[src/sv/hvfm_pkg.sv]
// ----------------------------------------------------------------------------
// hvfm_pkg
// Shared types, limits and register codes of the HV supply fast fault monitor.
// ----------------------------------------------------------------------------
package hvfm_pkg;

   localparam int unsigned NUM_COND   = 10;
   localparam int unsigned CNT_W      = 16;
   localparam int unsigned CSR_IDX_W  = 3;
   localparam int unsigned CSR_DATA_W = 10;

   localparam logic [CNT_W-1:0] CNT_MAX                = '1;
   localparam logic [CNT_W-1:0] PERSIST_LIMIT          = 16'd4;
   localparam logic [CNT_W-1:0] TUBE_ARC_PERSIST_LIMIT = 16'd10;
   localparam logic [CNT_W-1:0] STRIKE_LIMIT           = 16'd3;

   // arc threshold sits this many kV below the target
   localparam int unsigned ARC_MARGIN_KV = 5;
   // voltage wire break below 1 kV, current wire break below 0.1 mA
   localparam int unsigned HV_BREAK_KV   = 1;
   localparam int unsigned I_BREAK_UNITS = 1;
   // half samples to tube voltage, mA to 0.1 mA
   localparam int unsigned HV_SCALE  = 2;
   localparam int unsigned CUR_SCALE = 10;

   localparam logic [7:0] VOLTAGE_MAX_RST    = 8'd140;
   localparam logic [7:0] VOLTAGE_MIN_RST    = 8'd50;
   localparam logic [9:0] CURRENT_MAX_RST    = 10'd145;
   localparam logic [9:0] CURRENT_MIN_RST    = 10'd5;
   localparam logic [5:0] FILAMENT_MAX_RST   = 6'd30;
   localparam logic [5:0] FILAMENT_MIN_RST   = 6'd8;
   localparam logic [7:0] VOLTAGE_TARGET_RST = 8'd60;

   localparam int unsigned C_KV_OVER   = 0;
   localparam int unsigned C_KV_UNDER  = 1;
   localparam int unsigned C_OIL_ARC   = 2;
   localparam int unsigned C_TUBE_ARC  = 3;
   localparam int unsigned C_HV_BREAK  = 4;
   localparam int unsigned C_MA_OVER   = 5;
   localparam int unsigned C_MA_UNDER  = 6;
   localparam int unsigned C_I_BREAK   = 7;
   localparam int unsigned C_FIL_OVER  = 8;
   localparam int unsigned C_FIL_UNDER = 9;

   typedef enum logic [CSR_IDX_W-1:0] {
      CSR_VOLTAGE_MAX    = 3'd0,
      CSR_VOLTAGE_MIN    = 3'd1,
      CSR_CURRENT_MAX    = 3'd2,
      CSR_CURRENT_MIN    = 3'd3,
      CSR_FILAMENT_MAX   = 3'd4,
      CSR_FILAMENT_MIN   = 3'd5,
      CSR_VOLTAGE_TARGET = 3'd6
   } csr_index_type;

   typedef struct packed {
      logic [7:0] voltage_max;
      logic [7:0] voltage_min;
      logic [9:0] current_max;
      logic [9:0] current_min;
      logic [5:0] filament_max;
      logic [5:0] filament_min;
      logic [7:0] voltage_target;
   } cfg_type;

   typedef logic [CNT_W-1:0] cnt_type;

   function automatic cnt_type sat_inc(input cnt_type v);
      return (v == CNT_MAX) ? CNT_MAX : cnt_type'(v + 1'b1);
   endfunction

endpackage

[src/sv/hv_supply_fast_fault_monitor_top.sv]
// ----------------------------------------------------------------------------
// hv_supply_fast_fault_monitor_top
// Fast fault monitor for a high-voltage X-ray supply.
// ----------------------------------------------------------------------------
// One sample set is taken per cycle unless rsp stalls. It is held in the input
// register; limit compares and, for enabled samples, all counter updates are
// done in the single cycle that moves it to the result register, which holds
// its fault word, so each sample sees the state left by the one before.
// Fault bits hold until reset. Limits are written through csr (always ready);
// the user must do so only while no sample is in flight; the block does not check.
module hv_supply_fast_fault_monitor_top (
   input  logic                                clock,
   input  logic                                reset,
   input  logic                                req_valid,
   output logic                                req_ready,
   input  logic                                req_check_enable,
   input  logic [11:0]                         req_hv_positive,
   input  logic [11:0]                         req_hv_negative,
   input  logic [11:0]                         req_anode_current,
   input  logic [9:0]                          req_filament_voltage,
   output logic                                rsp_valid,
   input  logic                                rsp_ready,
   output logic [hvfm_pkg::NUM_COND-1:0]       rsp_fault_flags,
   input  logic                                csr_valid,
   output logic                                csr_ready,
   input  logic [hvfm_pkg::CSR_IDX_W-1:0]      csr_index,
   input  logic [hvfm_pkg::CSR_DATA_W-1:0]     csr_data
);

   hvfm_pkg::cfg_type                 cfg;
   logic [hvfm_pkg::NUM_COND-1:0]     cond;
   logic [hvfm_pkg::NUM_COND-1:0]     flags_next;

   logic        s1_valid_ff;
   logic        s1_enable_ff;
   logic [11:0] s1_hv_positive_ff;
   logic [11:0] s1_hv_negative_ff;
   logic [11:0] s1_anode_current_ff;
   logic [9:0]  s1_filament_voltage_ff;
   logic        rsp_valid_ff;
   logic [hvfm_pkg::NUM_COND-1:0] rsp_fault_flags_ff;
   logic        advance;
   logic        req_xfer;

   assign csr_ready = 1'b1;
   assign advance   = s1_valid_ff && (!rsp_valid_ff || rsp_ready);
   assign req_ready = !s1_valid_ff || advance;
   assign req_xfer  = req_valid && req_ready;

   hvfm_csr u_csr (
      .clock    (clock),
      .reset    (reset),
      .wr_en    (csr_valid && csr_ready),
      .wr_index (csr_index),
      .wr_data  (csr_data),
      .cfg      (cfg)
   );

   hvfm_cond u_cond (
      .cfg              (cfg),
      .hv_positive      (s1_hv_positive_ff),
      .hv_negative      (s1_hv_negative_ff),
      .anode_current    (s1_anode_current_ff),
      .filament_voltage (s1_filament_voltage_ff),
      .cond             (cond)
   );

   hvfm_state u_state (
      .clock            (clock),
      .reset            (reset),
      .update           (advance && s1_enable_ff),
      .cond             (cond),
      .fault_flags_next (flags_next)
   );

   always_ff @(posedge clock) begin
      if (reset) begin
         s1_valid_ff  <= 1'b0;
         rsp_valid_ff <= 1'b0;
      end else begin
         if (req_xfer) begin
            s1_valid_ff <= 1'b1;
         end else if (advance) begin
            s1_valid_ff <= 1'b0;
         end
         if (advance) begin
            rsp_valid_ff <= 1'b1;
         end else if (rsp_ready) begin
            rsp_valid_ff <= 1'b0;
         end
      end
   end

   always_ff @(posedge clock) begin
      if (req_xfer) begin
         s1_enable_ff           <= req_check_enable;
         s1_hv_positive_ff      <= req_hv_positive;
         s1_hv_negative_ff      <= req_hv_negative;
         s1_anode_current_ff    <= req_anode_current;
         s1_filament_voltage_ff <= req_filament_voltage;
      end
      if (advance) begin
         rsp_fault_flags_ff <= flags_next;
      end
   end

   assign rsp_valid       = rsp_valid_ff;
   assign rsp_fault_flags = rsp_fault_flags_ff;

endmodule

[src/sv/hvfm_csr.sv]
// ----------------------------------------------------------------------------
// hvfm_csr
// Limit and target registers, written through the csr channel.
// ----------------------------------------------------------------------------
module hvfm_csr (
   input  logic                                clock,
   input  logic                                reset,
   input  logic                                wr_en,
   input  logic [hvfm_pkg::CSR_IDX_W-1:0]      wr_index,
   input  logic [hvfm_pkg::CSR_DATA_W-1:0]     wr_data,
   output hvfm_pkg::cfg_type                   cfg
);

   hvfm_pkg::cfg_type cfg_ff;
   hvfm_pkg::cfg_type cfg_in;

   always_comb begin
      cfg_in = cfg_ff;
      if (wr_en) begin
         case (hvfm_pkg::csr_index_type'(wr_index))
            hvfm_pkg::CSR_VOLTAGE_MAX:    cfg_in.voltage_max    = wr_data[7:0];
            hvfm_pkg::CSR_VOLTAGE_MIN:    cfg_in.voltage_min    = wr_data[7:0];
            hvfm_pkg::CSR_CURRENT_MAX:    cfg_in.current_max    = wr_data[9:0];
            hvfm_pkg::CSR_CURRENT_MIN:    cfg_in.current_min    = wr_data[9:0];
            hvfm_pkg::CSR_FILAMENT_MAX:   cfg_in.filament_max   = wr_data[5:0];
            hvfm_pkg::CSR_FILAMENT_MIN:   cfg_in.filament_min   = wr_data[5:0];
            hvfm_pkg::CSR_VOLTAGE_TARGET: cfg_in.voltage_target = wr_data[7:0];
            default: cfg_in = cfg_ff;
         endcase
      end
   end

   always_ff @(posedge clock) begin
      if (reset) begin
         cfg_ff.voltage_max    <= hvfm_pkg::VOLTAGE_MAX_RST;
         cfg_ff.voltage_min    <= hvfm_pkg::VOLTAGE_MIN_RST;
         cfg_ff.current_max    <= hvfm_pkg::CURRENT_MAX_RST;
         cfg_ff.current_min    <= hvfm_pkg::CURRENT_MIN_RST;
         cfg_ff.filament_max   <= hvfm_pkg::FILAMENT_MAX_RST;
         cfg_ff.filament_min   <= hvfm_pkg::FILAMENT_MIN_RST;
         cfg_ff.voltage_target <= hvfm_pkg::VOLTAGE_TARGET_RST;
      end else begin
         cfg_ff <= cfg_in;
      end
   end

   assign cfg = cfg_ff;

endmodule

[src/sv/hvfm_cond.sv]
// ----------------------------------------------------------------------------
// hvfm_cond
// Compares one sample set against the limits and flags the ten conditions.
// ----------------------------------------------------------------------------
module hvfm_cond (
   input  hvfm_pkg::cfg_type                   cfg,
   input  logic [11:0]                         hv_positive,
   input  logic [11:0]                         hv_negative,
   input  logic [11:0]                         anode_current,
   input  logic [9:0]                          filament_voltage,
   output logic [hvfm_pkg::NUM_COND-1:0]       cond
);

   localparam logic [13:0] ARC_MARGIN = 14'(hvfm_pkg::ARC_MARGIN_KV * 16);
   localparam logic [12:0] HV_BREAK   = 13'(hvfm_pkg::HV_BREAK_KV * 16);
   localparam logic [15:0] I_BREAK    = 16'(hvfm_pkg::I_BREAK_UNITS * 16);

   logic [12:0]        p;
   logic [12:0]        n;
   logic signed [13:0] p_s;
   logic signed [13:0] n_s;
   logic signed [13:0] thr_s;
   logic [15:0]        cur;
   logic               p_hi, p_lo, n_hi, n_lo;

   always_comb begin
      p     = 13'(hv_positive * hvfm_pkg::HV_SCALE);
      n     = 13'(hv_negative * hvfm_pkg::HV_SCALE);
      p_s   = $signed({1'b0, p});
      n_s   = $signed({1'b0, n});
      thr_s = $signed({2'b00, cfg.voltage_target, 4'b0000}) - $signed(ARC_MARGIN);
      cur   = 16'({4'b0000, anode_current} * 16'(hvfm_pkg::CUR_SCALE));

      p_hi = p_s > thr_s;
      p_lo = p_s < thr_s;
      n_hi = n_s > thr_s;
      n_lo = n_s < thr_s;

      cond = '0;
      cond[hvfm_pkg::C_KV_OVER]   = p > {1'b0, cfg.voltage_max, 4'b0000};
      cond[hvfm_pkg::C_KV_UNDER]  = p < {1'b0, cfg.voltage_min, 4'b0000};
      cond[hvfm_pkg::C_OIL_ARC]   = (p_hi && n_lo) || (n_hi && p_lo);
      cond[hvfm_pkg::C_TUBE_ARC]  = p_lo && n_lo;
      cond[hvfm_pkg::C_HV_BREAK]  = (p < HV_BREAK) || (n < HV_BREAK);
      cond[hvfm_pkg::C_MA_OVER]   = cur > {2'b00, cfg.current_max, 4'b0000};
      cond[hvfm_pkg::C_MA_UNDER]  = cur < {2'b00, cfg.current_min, 4'b0000};
      cond[hvfm_pkg::C_I_BREAK]   = cur < I_BREAK;
      cond[hvfm_pkg::C_FIL_OVER]  = filament_voltage > {cfg.filament_max, 4'b0000};
      cond[hvfm_pkg::C_FIL_UNDER] = filament_voltage < {cfg.filament_min, 4'b0000};
   end

endmodule

[src/sv/hvfm_state.sv]
// ----------------------------------------------------------------------------
// hvfm_state
// Persistence and strike counters and the latched fault bits.
// ----------------------------------------------------------------------------
module hvfm_state (
   input  logic                                clock,
   input  logic                                reset,
   input  logic                                update,
   input  logic [hvfm_pkg::NUM_COND-1:0]       cond,
   output logic [hvfm_pkg::NUM_COND-1:0]       fault_flags_next
);

   localparam int unsigned NC = hvfm_pkg::NUM_COND;

   hvfm_pkg::cnt_type persist_ff [NC];
   hvfm_pkg::cnt_type persist_in [NC];
   hvfm_pkg::cnt_type oil_strike_ff;
   hvfm_pkg::cnt_type oil_strike_in;
   hvfm_pkg::cnt_type tube_strike_ff;
   hvfm_pkg::cnt_type tube_strike_in;
   logic [NC-1:0]     latched_ff;
   logic [NC-1:0]     latched_in;
   logic [NC-1:0]     latch_set;

   always_comb begin
      for (int i = 0; i < NC; i++) begin
         persist_in[i] = cond[i] ? hvfm_pkg::sat_inc(persist_ff[i]) : '0;
         latch_set[i]  = cond[i] && (persist_in[i] > hvfm_pkg::PERSIST_LIMIT);
      end

      oil_strike_in = oil_strike_ff;
      if (cond[hvfm_pkg::C_OIL_ARC] &&
          (persist_in[hvfm_pkg::C_OIL_ARC] > hvfm_pkg::PERSIST_LIMIT)) begin
         oil_strike_in = hvfm_pkg::sat_inc(oil_strike_ff);
      end
      latch_set[hvfm_pkg::C_OIL_ARC] = cond[hvfm_pkg::C_OIL_ARC] &&
                                       (oil_strike_in >= hvfm_pkg::STRIKE_LIMIT);

      tube_strike_in = tube_strike_ff;
      if (cond[hvfm_pkg::C_TUBE_ARC] &&
          (persist_in[hvfm_pkg::C_TUBE_ARC] > hvfm_pkg::TUBE_ARC_PERSIST_LIMIT)) begin
         tube_strike_in = hvfm_pkg::sat_inc(tube_strike_ff);
      end
      latch_set[hvfm_pkg::C_TUBE_ARC] = cond[hvfm_pkg::C_TUBE_ARC] &&
                                        (tube_strike_in >= hvfm_pkg::STRIKE_LIMIT);

      latched_in       = latched_ff | latch_set;
      fault_flags_next = update ? latched_in : latched_ff;
   end

   always_ff @(posedge clock) begin
      if (reset) begin
         for (int i = 0; i < NC; i++) begin
            persist_ff[i] <= '0;
         end
         oil_strike_ff  <= '0;
         tube_strike_ff <= '0;
         latched_ff     <= '0;
      end else if (update) begin
         for (int i = 0; i < NC; i++) begin
            persist_ff[i] <= persist_in[i];
         end
         oil_strike_ff  <= oil_strike_in;
         tube_strike_ff <= tube_strike_in;
         latched_ff     <= latched_in;
      end
   end

endmodule

[config.mk]
export PLATFORM = sky130hd
export DESIGN_NAME = hv_supply_fast_fault_monitor_top
export DESIGN_NICKNAME = d
export VERILOG_FILES = /design/src/sv/hvfm_pkg.sv /design/src/sv/hv_supply_fast_fault_monitor_top.sv /design/src/sv/hvfm_csr.sv /design/src/sv/hvfm_cond.sv /design/src/sv/hvfm_state.sv
export SDC_FILE = /design/constraint.sdc
export NUM_CORES = 1
export LEC_CHECK = 0
export ABC_AREA = 1
export ABC_CLOCK_PERIOD_IN_PS = 20500
export BUFFER_PORTS_ARGS = -buffer_cell sky130_fd_sc_hd__buf_2
export CORE_ASPECT_RATIO = 0.6
export CORE_MARGIN = 8
export CORE_UTILIZATION = 50
export DETAILED_ROUTE_END_ITERATION = 6
export HOLD_SLACK_MARGIN = 0.08
export PLACE_DENSITY = 0.67
export REMOVE_ABC_BUFFERS = 1
export SLEW_MARGIN = 20
export SYNTH_ARGS = -nofsm -noshare
export SYNTH_HDL_FRONTEND = slang
export SYNTH_SLANG_ARGS = --single-unit
[constraint.sdc]
create_clock -name clock -period 20.5 [get_ports clock]
set_input_delay 2.05 -clock clock [delete_from_list [all_inputs] [get_ports clock]]
set_output_delay 2.05 -clock clock [all_outputs]
set_load 0.02 [all_outputs]
# [Word level (Yosys, flattened, before mapping)]
# Memories as Yosys holds them, arrays and structs flattened.
# Cells that the tools add are included.
[word_totals] ff_bits=157 latchBits=0 ramBits=160 mem_bits_ro=0 out_inout_bits=13 word_cells=165 n_memories=1
[memory_table] name="u_state.persist_ff" depth=10 width=16 rd=10 rd_ports_with_merged_regs=0 write_ports=10 line="hvfm_state.sv:15" source="hvfm_pkg::cnt_type persist_ff [NC];"
[op_classes] n_addsub=13 multipliers=1 n_div=0 order_cmp=25 n_eq_ne=18 shifts=0 muxes=44 bitwise=11 n_reduce_logical=34
[op_table] op="16-bit two-way mux" count=34
[op_table] op="16-bit by 1-bit adder with 16-bit output (second input constant)" count=12
[op_table] op="16-bit == test (second input constant)" count=12
[op_table] op="16-bit by 3-bit greater-than comparator with 1-bit output (second input constant)" count=9
[op_table] op="16-bit by 2-bit >= comparator with 1-bit output (second input constant)" count=2
[op_table] op="14-bit greater-than comparator" count=2
[op_table] op="14-bit less-than comparator" count=2
[op_table] op="13-bit by 5-bit less-than comparator with 1-bit output (second input constant)" count=2
[op_table] op="1-bit logical AND" count=18
[op_table] op="16-bit by 14-bit greater-than comparator with 1-bit output" count=1
[op_table] op="16-bit by 4-bit greater-than comparator with 1-bit output (second input constant)" count=1
[op_table] op="16-bit by 14-bit less-than comparator with 1-bit output" count=1
[op_table] op="16-bit by 5-bit less-than comparator with 1-bit output (second input constant)" count=1
[op_table] op="12-bit by 3-bit multiplier with 15-bit output (second input constant)" count=1
[op_table] op="2-bit AND reduction" count=7
[op_table] op="13-bit by 12-bit greater-than comparator with 1-bit output" count=1
[op_table] op="13-bit by 12-bit less-than comparator with 1-bit output" count=1
[op_table] op="12-bit by 7-bit subtractor with 13-bit output (second input constant)" count=1
[op_table] op="10-bit greater-than comparator" count=1
[op_table] op="10-bit less-than comparator" count=1
[op_table] op="10-bit two-way mux" count=1
[op_table] op="1-bit OR" count=10
[op_table] op="10-bit OR" count=1
[op_table] op="3-bit == test (second input constant)" count=3
[op_table] op="7 further kinds" count=21

# [Depth between registers and ports, before layout]
# Gate-level depths: netlist of the first run.
[depth] word_depth=12 depth_mapped=29 mapped_depth_nobuf=28

# [By module]
# Synthesis of the first run repeated with hierarchy kept, for this count alone.
[unflattened] hier_cells=2630 area_unflattened_um2=20096.8
[by_module_without_submodules] module="hvfm_state" n_inst=1 cells_each=1795 area_per_inst_um2=13311.5 seq_area_each_um2=5645.4
[by_module_without_submodules] module="hvfm_cond" n_inst=1 cells_each=449 area_per_inst_um2=2751.4 seq_area_each_um2=0.0
[by_module_without_submodules] module="hvfm_csr" n_inst=1 cells_each=312 area_per_inst_um2=2209.6 seq_area_each_um2=1121.1
[by_module_without_submodules] module="hv_supply_fast_fault_monitor_top" n_inst=1 cells_each=74 area_per_inst_um2=1824.2 seq_area_each_um2=1751.7

# [Least setup slack after synthesis of the first run]
# Ideal clock, no wire load.
[synth_path] kind="input to register" start="input port rsp_ready" end="memory u_state.persist_ff[0][0] (netlist bit), enable pin" arrival_ns=7.326 slack_ns=12.589 stages=7 path_cell_list="inv_1 > nand2_1 > nand2_1 > inv_1 > nand2_1 > nand2_1 > clkbuf_1"
[synth_rtl] element="from (decl)" line="hv_supply_fast_fault_monitor_top.sv:22" source="input logic rsp_ready,"
[synth_rtl] element="to (decl)" line="hvfm_state.sv:15"

# [Worst setup path in the final report of the first run]
[layout_path] start="register s1_anode_current_ff[4]" end="register rsp_fault_flags_ff, in the netlist rsp_fault_flags[6] (data pin)"
[layout_between] elab_chain_len=7
[layout_rtl] element="from (decl)" line="hv_supply_fast_fault_monitor_top.sv:38" source="logic [11:0] s1_anode_current_ff;"
[layout_rtl] element="from (signal assigned)" line="hv_supply_fast_fault_monitor_top.sv:99" source="s1_anode_current_ff <= req_anode_current;"
[layout_rtl] element="12-bit by 3-bit multiplier with 15-bit output (*)" line="hvfm_cond.sv:32" source="cur = 16'({4'b0000, anode_current} * 16'(hvfm_pkg::CUR_SCALE));"
[layout_rtl] element="16-bit by 14-bit less-than comparator with 1-bit output (*)" line="hvfm_cond.sv:46" source="cond[hvfm_pkg::C_MA_UNDER] = cur < {2'b00, cfg.current_min, 4'b0000};"
[layout_rtl] element="16-bit two-way mux" line="hvfm_state.sv:27" source="persist_in[i] = cond[i] ? hvfm_pkg::sat_inc(persist_ff[i]) : '0;"
[layout_rtl] element="16-bit by 3-bit greater-than comparator with 1-bit output" line="hvfm_state.sv:28" source="latch_set[i] = cond[i] && (persist_in[i] > hvfm_pkg::PERSIST_LIMIT);"
[layout_rtl] element="1-bit logical AND (*)" line="hvfm_state.sv:28"
[layout_rtl] element="10-bit OR (*)" line="hvfm_state.sv:47" source="latched_in = latched_ff | latch_set;"
[layout_rtl] element="10-bit two-way mux (*)" line="hvfm_state.sv:48" source="fault_flags_next = update ? latched_in : latched_ff;"
[layout_rtl] element="via flags_next, one bit" line="hv_supply_fast_fault_monitor_top.sv:32" source="logic [hvfm_pkg::NUM_COND-1:0] flags_next;"
[layout_rtl] element="to (signal assigned)" line="hv_supply_fast_fault_monitor_top.sv:103" source="rsp_fault_flags_ff <= flags_next;"
[layout_rtl] element="to (decl)" line="hv_supply_fast_fault_monitor_top.sv:41" source="logic [hvfm_pkg::NUM_COND-1:0] rsp_fault_flags_ff;"
# Mark *: on every way through the listed nets, which the timed path passes. The rest lies on a longest branch.
# A chain may end at the register's enable or synchronous reset.

==> out/metrics.cfg, run 1 <==
[clock_network]
cts_buffers = 34
cts_htree_levels = 2
cts_tree = yes
ctsRootBufferMaster = clkbuf_16
postCtsSetupBuffers = 0
ctsHoldBuffers = 0
cts.clk_slew.worst_paths_ps = 70
clockBufferDepth = 3
cts.sinks = 317
clkLatencyLatePin_ps = 530
cts_resized = 0

[grt]
grt_pass1_wl_um = 78100
grt_max_degree = 91
grt-ovfl-total = 0
grt_pass1_vias = 15637
grt_usage = 0.203
antenna_found_initial = 0

[synthesis]
synthTopCellsByArea = edfxtp_1 (34%), dfxtp_1 (10%), nand2_1 (8.3%), nor2_1 (6.9%), inv_1 (6.6%)
synth_mux_area_frac = 0
synth_top_family_by_area = simple AND/OR/NAND/NOR gates
synthXorXnorAreaFrac = 0.0443
synth_top_area_frac = 0.336
synthCells = 2457
synthAdderAreaFrac = 0.0604
async_flop_share = 0
syn_area_um2 = 19400
synthSimpleGateAreaFrac = 0.262
ys_seq_area_frac = 0.440
synth_ff_type = edfxtp_1
synth-seq-cells = 317
ys_warn_count = 0
synth_edf_count = 217
ys_types = 59
synth_compound_area_frac = 0.113
avgSynthCellArea_um2 = 7.89
post-synth-top-count-cell = nand2_1
synthTopCellsByCount = nand2_1 (429), nor2_1 (354), inv_1 (339)
synth_area_leader_cell = edfxtp_1

[layout]
layout.nets = 2682
area_delta_synth_final_pct = 10.5
drive_gt1_frac = 0.0808
antennaDiodeCount = 0

[placed_design]
hpwlAfterDp_um = 34000
gp_congestion = 0.910
io_buffers = 76

[run_status]
status = finished, final reports clean

[floorplan]
die_w_um = 270
coreArea_um2 = 38600
die_h_um = 169
num_io_pins = 78
die_area_um2 = 45500
rows = 56
initial_core_util = 0.502

[sta]
slew_violations = 0
min_period_ps = 4760
max_freq_ghz = 0.210
relSlewSlack = 0.343
fin_tns_setup_ps = 0
worst_pin_slew_ps = 986
grt_setup_unrepaired = false
hold_viol = 0
finalCritPeriodShare = 0.232
setup_viol = 0
clock_skew_ps = 16.8

[critical_path]
critical_path.max_fanout = 15
arrival_ps = 5150
timing.rr.start = s1_anode_current_ff[4]
r2r_cells = 21
end_kind = register
crit_required_ps = 20890
cp-start-kind = register
r2r-end = rsp_fault_flags[6]
crit_start = s1_anode_current_ff[4]
reg2reg_slack_ps = 15740
critical_path_class = register to register

[route]
vias = 16717
first_pass_iters = 5
antenna_left = 0
wl_per_cell_um = 15.4
wirelength_um = 47200
viasPerCell = 5.44
drt_iter0_drc = 1424
drc_errors = 0

[min_path]
min_path_type = register to register
min_to = u_state.latched_ff[0]
whs_path_depth = 2
holdCritStartpoint = u_state.latched_ff[0]

[power_and_ir_drop]
p_total_mw = 1.58
cellLeakagePower_nw = 8.91
p_per_area_nw_per_um2 = 73.8
max-vdd-ir-drop_mv = 0.0688

[job]
max_cap_violations = 0

[sequential cells by signal, summed over array words and instances (netlist names)]
name and cells:
u_state.oil_strike_ff 16, s1_filament_voltage_ff 10, rsp_fault_flags 10, s1_hv_positive_ff 12
u_state.latched_ff 10, s1_enable_ff 1, u_csr.cfg 56, s1_valid_ff 1
s1_anode_current_ff 12, u_state.tube_strike_ff 16, rsp_valid 1, s1_hv_negative_ff 12
u_state.persist_ff 160
[worst max-delay path, cell delays in order, from the launching register on]
cell and delay (ps):
edfxtp_1 430, ha_1 310, ha_1 370, nand2_1 110, nor3_1 150, nor2_1 90, o21ai_0 290, xor2_1 450
ha_1 350, nand2_1 80, nor2_1 50, a211oi_1 160, o21ai_0 160, nand3_1 110, nand4_1 260, inv_1 430
o21ai_0 300, nand4_1 170, nor2_1 50, nand2_1 60, nand3_1 130, nand2_1 110
[metal layers]
metal	GRT usage	share of wire	up-vias	routed length [um]
met1	0.301	0.49	7755	23400
li1	-	-	8380	-
met4	0.0460	0.017	0	798
met5	0	0	-	0
met2	0.306	0.42	518	19800
met3	0.0361	0.069	64	3270
[stage by stage]
step            util  hold slack (ps)  cell area [um2]  worst slack (ps)  instances
6_report       0.555              455            21400             15740       3072
3_3_place_gp   0.525              443            20200             15620       3010
4_1_cts        0.555              460            21400             15800       3072
5_1_grt        0.555              483            21400             15240       3072
3_5_place_dp   0.525              449            20200             15520       3010
2_1_floorplan      -              424            19100             13150       2404
[cells in the final DEF, fill, tap and decap left out, types with 76 or more instances in the layout]
cell / netlist / layout
buf_2: 1 / 76
edfxtp_1: 217 / 217
a21oi_1: 105 / 105
nor2_1: 354 / 353
dfxtp_1: 100 / 100
o21ai_0: 185 / 185
nand3_1: 176 / 176
xor2_1: 87 / 87
nand2_1: 429 / 428
inv_1: 339 / 338
ha_1: 92 / 92
[power breakdown]
| part | leakage [nW] | internal, mW | switching, mW |
|---|---|---|---|
| combinational | 5.29 | 0.0645 | 0.136 |
| clock | 0.573 | 0.380 | 0.265 |
| sequential | 3.05 | 0.713 | 0.0211 |
[worst max path at each step]
stage,to,depth (start not counted)
final,rsp_fault_flags[6],21
after global routing,rsp_fault_flags[5],23
after CTS,rsp_fault_flags[5],23
after detailed placement,u_state.persist_ff[0][157],11
after global placement,u_state.persist_ff[0][0],11
after floorplan,u_state.persist_ff[0][0],2
[layout make-up]
| class | instances | area [um2] |
|---|---|---|
| clock buffer | 50 | 1040 |
| clock inverter | 12 | 125 |
| fill | 3509 | 17200 |
| inverter | 352 | 1330 |
| multi-input combinational | 1735 | 9310 |
| sequential | 317 | 8520 |
| tap | 522 | 653 |
| timing repair buffer | 84 | 444 |
[cells by family after synthesis]
group                      count (synthesis)
other                                      1
xor gates and xnor gates                  98
AOI/OAI and AO/OA                        386
adders and majority gates                 93
buffers and inverters                    405
and+or+nand+nor                         1157
DFF                                      317
No activity file was read; power rests on OpenSTA's default activity.
==> run 2, diff against run 1 <==
--- a/config.mk
+++ b/config.mk
@@ -6,14 +6,14 @@
 export NUM_CORES = 1
 export LEC_CHECK = 0
 export ABC_AREA = 1
-export ABC_CLOCK_PERIOD_IN_PS = 20500
+export ABC_CLOCK_PERIOD_IN_PS = 4100
 export BUFFER_PORTS_ARGS = -buffer_cell sky130_fd_sc_hd__buf_2
 export CORE_ASPECT_RATIO = 0.6
 export CORE_MARGIN = 8
 export CORE_UTILIZATION = 50
 export DETAILED_ROUTE_END_ITERATION = 6
 export HOLD_SLACK_MARGIN = 0.08
-export PLACE_DENSITY = 0.67
+export PLACE_DENSITY = 0.69
 export REMOVE_ABC_BUFFERS = 1
 export SLEW_MARGIN = 20
 export SYNTH_ARGS = -nofsm -noshare
==> constraint.sdc (replaced) <==
create_clock -name clock -period 4.1 [get_ports clock]
set_input_delay 0.41 -clock clock [delete_from_list [all_inputs] [get_ports clock]]
set_output_delay 0.41 -clock clock [all_outputs]
set_load 0.02 [all_outputs]
==> run 2 against run 1 <==
Wire length up 8.0%. Sequential cell count is the same. Hold slack got worse by 340 ps. Register-to-register slack worse by 16000 ps. Global-route usage grew 0.47 points. Final cell count up 3.9%. Critical endpoint is now rsp_fault_flags[5]. Largest cell class unchanged.
==> out/metrics.cfg, run 2 (synthesis results as in run 1) <==
[critical_path]
arrival_ps = 4350
r2r_cells = 24
end_kind = register
cp_cell_sequence = ha_4 > ha_4 > a21oi_1 > o21ai_2 > a21o_1 > a21oi_2 > nor2_1 > nor2_1 > xor2_1 > inv_1 > ha_1 > nand2_2 > o21bai_1 > nand2_1 > o41ai_4 > nand2_2 > inv_4 > a21oi_1 > inv_1 > nand4_1 > nor3_2 > nand3_1 > nand2_1 > nand2_1
slowest_stage = edfxtp_1
r2r-end = rsp_fault_flags[5]
timing.rr.start = s1_anode_current_ff[6]
cp_common_cell = nand2_1
critical_path.max_fanout = 6
slowest_delay_ps = 500
critical_path_class = register to register
reg2reg_slack_ps = 30
crit_required_ps = 4380
cp-start-kind = register

[min_path]
min_path_type = primary input to register
min_to = s1_hv_positive_ff[8]
whs_path_depth = 1
holdCritStartpoint = req_hv_positive[8]

[clock_network]
cts_tree = yes
clkLatencyLatePin_ps = 530
ctsRootBufferMaster = clkbuf_16
cts.sinks = 317
cts_buffers = 34
cts.clk_slew.worst_paths_ps = 60
clockBufferDepth = 3
cts_htree_levels = 2

[layout]
final_cell_mix = nand2_1 (416), nor2_1 (344), inv_1 (333), edfxtp_1 (217), o21ai_0 (175)
multi_input_area_um2 = 9890
area_delta_synth_final_pct = 18.5
layout_commonest_cell = nand2_1
final_cells = 3192
regMostFlops = u_state.persist_ff
regArea_um2 = 8520
finalCoreUtilization = 0.595
drive_gt1_frac = 0.136
fin_area_um2 = 23000
nFillCells = 3297
largest_reg_flops = 160
layout.nets = 2801

[grt]
grt_max_degree = 97
antenna_found_initial = 1
grt-ovfl-total = 0
grt_pass1_wl_um = 79900
grt_pass1_vias = 15931
grt_usage = 0.207

[sta]
slew_violations = 0
grt_setup_unrepaired = true
hold_viol = 0
hold_ws_ps = 116
min_period_ps = 4070
worst_pin_slew_ps = 962
fin_ws_ps = 28.8
relSlewSlack = 0.358
fin_tns_setup_ps = 0
max_freq_ghz = 0.246
clock_skew_ps = 16.2
setup_viol = 0
finalCritPeriodShare = 0.993

[power_and_ir_drop]
max-vdd-ir-drop_mv = 0.292
cellLeakagePower_nw = 9.51
p_per_area_nw_per_um2 = 354
p_total_mw = 8.13

[floorplan]
coreArea_um2 = 38600
die_h_um = 169
initial_core_util = 0.502
die_area_um2 = 45500
num_io_pins = 78
die_w_um = 270
rows = 56

[placed_design]
post-place-ws_ps = -179
place_area_um2 = 20500
dp_cells = 3045
gp_congestion = 0.916
io_buffers = 76
hpwlAfterDp_um = 34500

[route]
vias = 17421
viasPerCell = 5.46
antenna_left = 0
wirelength_um = 51000
wl_per_cell_um = 16.0
drc_errors = 0
drt_iter0_drc = 1788
first_pass_iters = 6

[job]
max_cap_violations = 0

[run_status]
status = finished, final reports clean

run 2: cell types whose count changed in the layout (fill, tap and decap cells not counted), moves of 12 or more:
| cell | delta |
|---|---|
| ha_1 | -18 |
| buf_4 | +66 |
| nand2_1 | -12 |
| dlygate4sd3_1 | +45 |
| ha_4 | +16 |
run 2: worst max path at each step:
stage | from | endpoint | slack [ps] | cells after the start
2_1_floorplan | reset | u_state.persist_ff[0][0] | -1610 | 2
3_3_place_gp | s1_anode_current_ff[5] | rsp_fault_flags[5] | -20 | 23
3_5_place_dp | s1_anode_current_ff[5] | rsp_fault_flags[5] | -180 | 23
4_1_cts | u_csr.cfg[0] | rsp_fault_flags[2] | 0.3 | 27
5_1_grt | s1_anode_current_ff[5] | rsp_fault_flags[5] | -140 | 23
6_report | s1_anode_current_ff[6] | rsp_fault_flags[5] | 30 | 24
run 2: area by class of cell:
type | count | share of cell area
Multi-Input combinational cell | 1739 | 0.431
Sequential cell | 317 | 0.371
Timing Repair Buffer | 198 | 0.0627
Inverter | 352 | 0.0579
Clock buffer | 51 | 0.0466
Tap cell | 522 | 0.0284
Clock inverter | 11 | 0.00240
Timing Repair inverter | 1 | 0.000327
Antenna cell | 1 | 0.000109
run 2: repair_timing:
item,in CTS,in global routing
setup endpoints to repair,5,14
gates cloned,0,5
pin swaps,2,44
setup buffers,1,33
hold endpoints to repair,45,0
gates resized for setup,5,107
hold buffers,45,0
run 2: critical path, delay by kind of cell, from the launching register on:
kind            cells  cell delay (ps)
xor+xnor            1              180
compound gates      7              900
flops               1              500
simple gates       10             1110
fa+ha+maj           3              830
buf+inv             3              310
run 2: where the power goes:
| part | internal (mW) | switching [mW] |
|---|---|---|
| clock | 1.81 | 1.31 |
| combinational | 0.527 | 0.803 |
| sequential | 3.57 | 0.112 |
run 2: metal layers:
layer  vias up  wire length (um)  track usage
li1       8626                 -            -
met1      8074             24600        0.312
met5         -                 0            0
met4         0               973       0.0429
met2       629             22000        0.314
met3        92              3400       0.0304
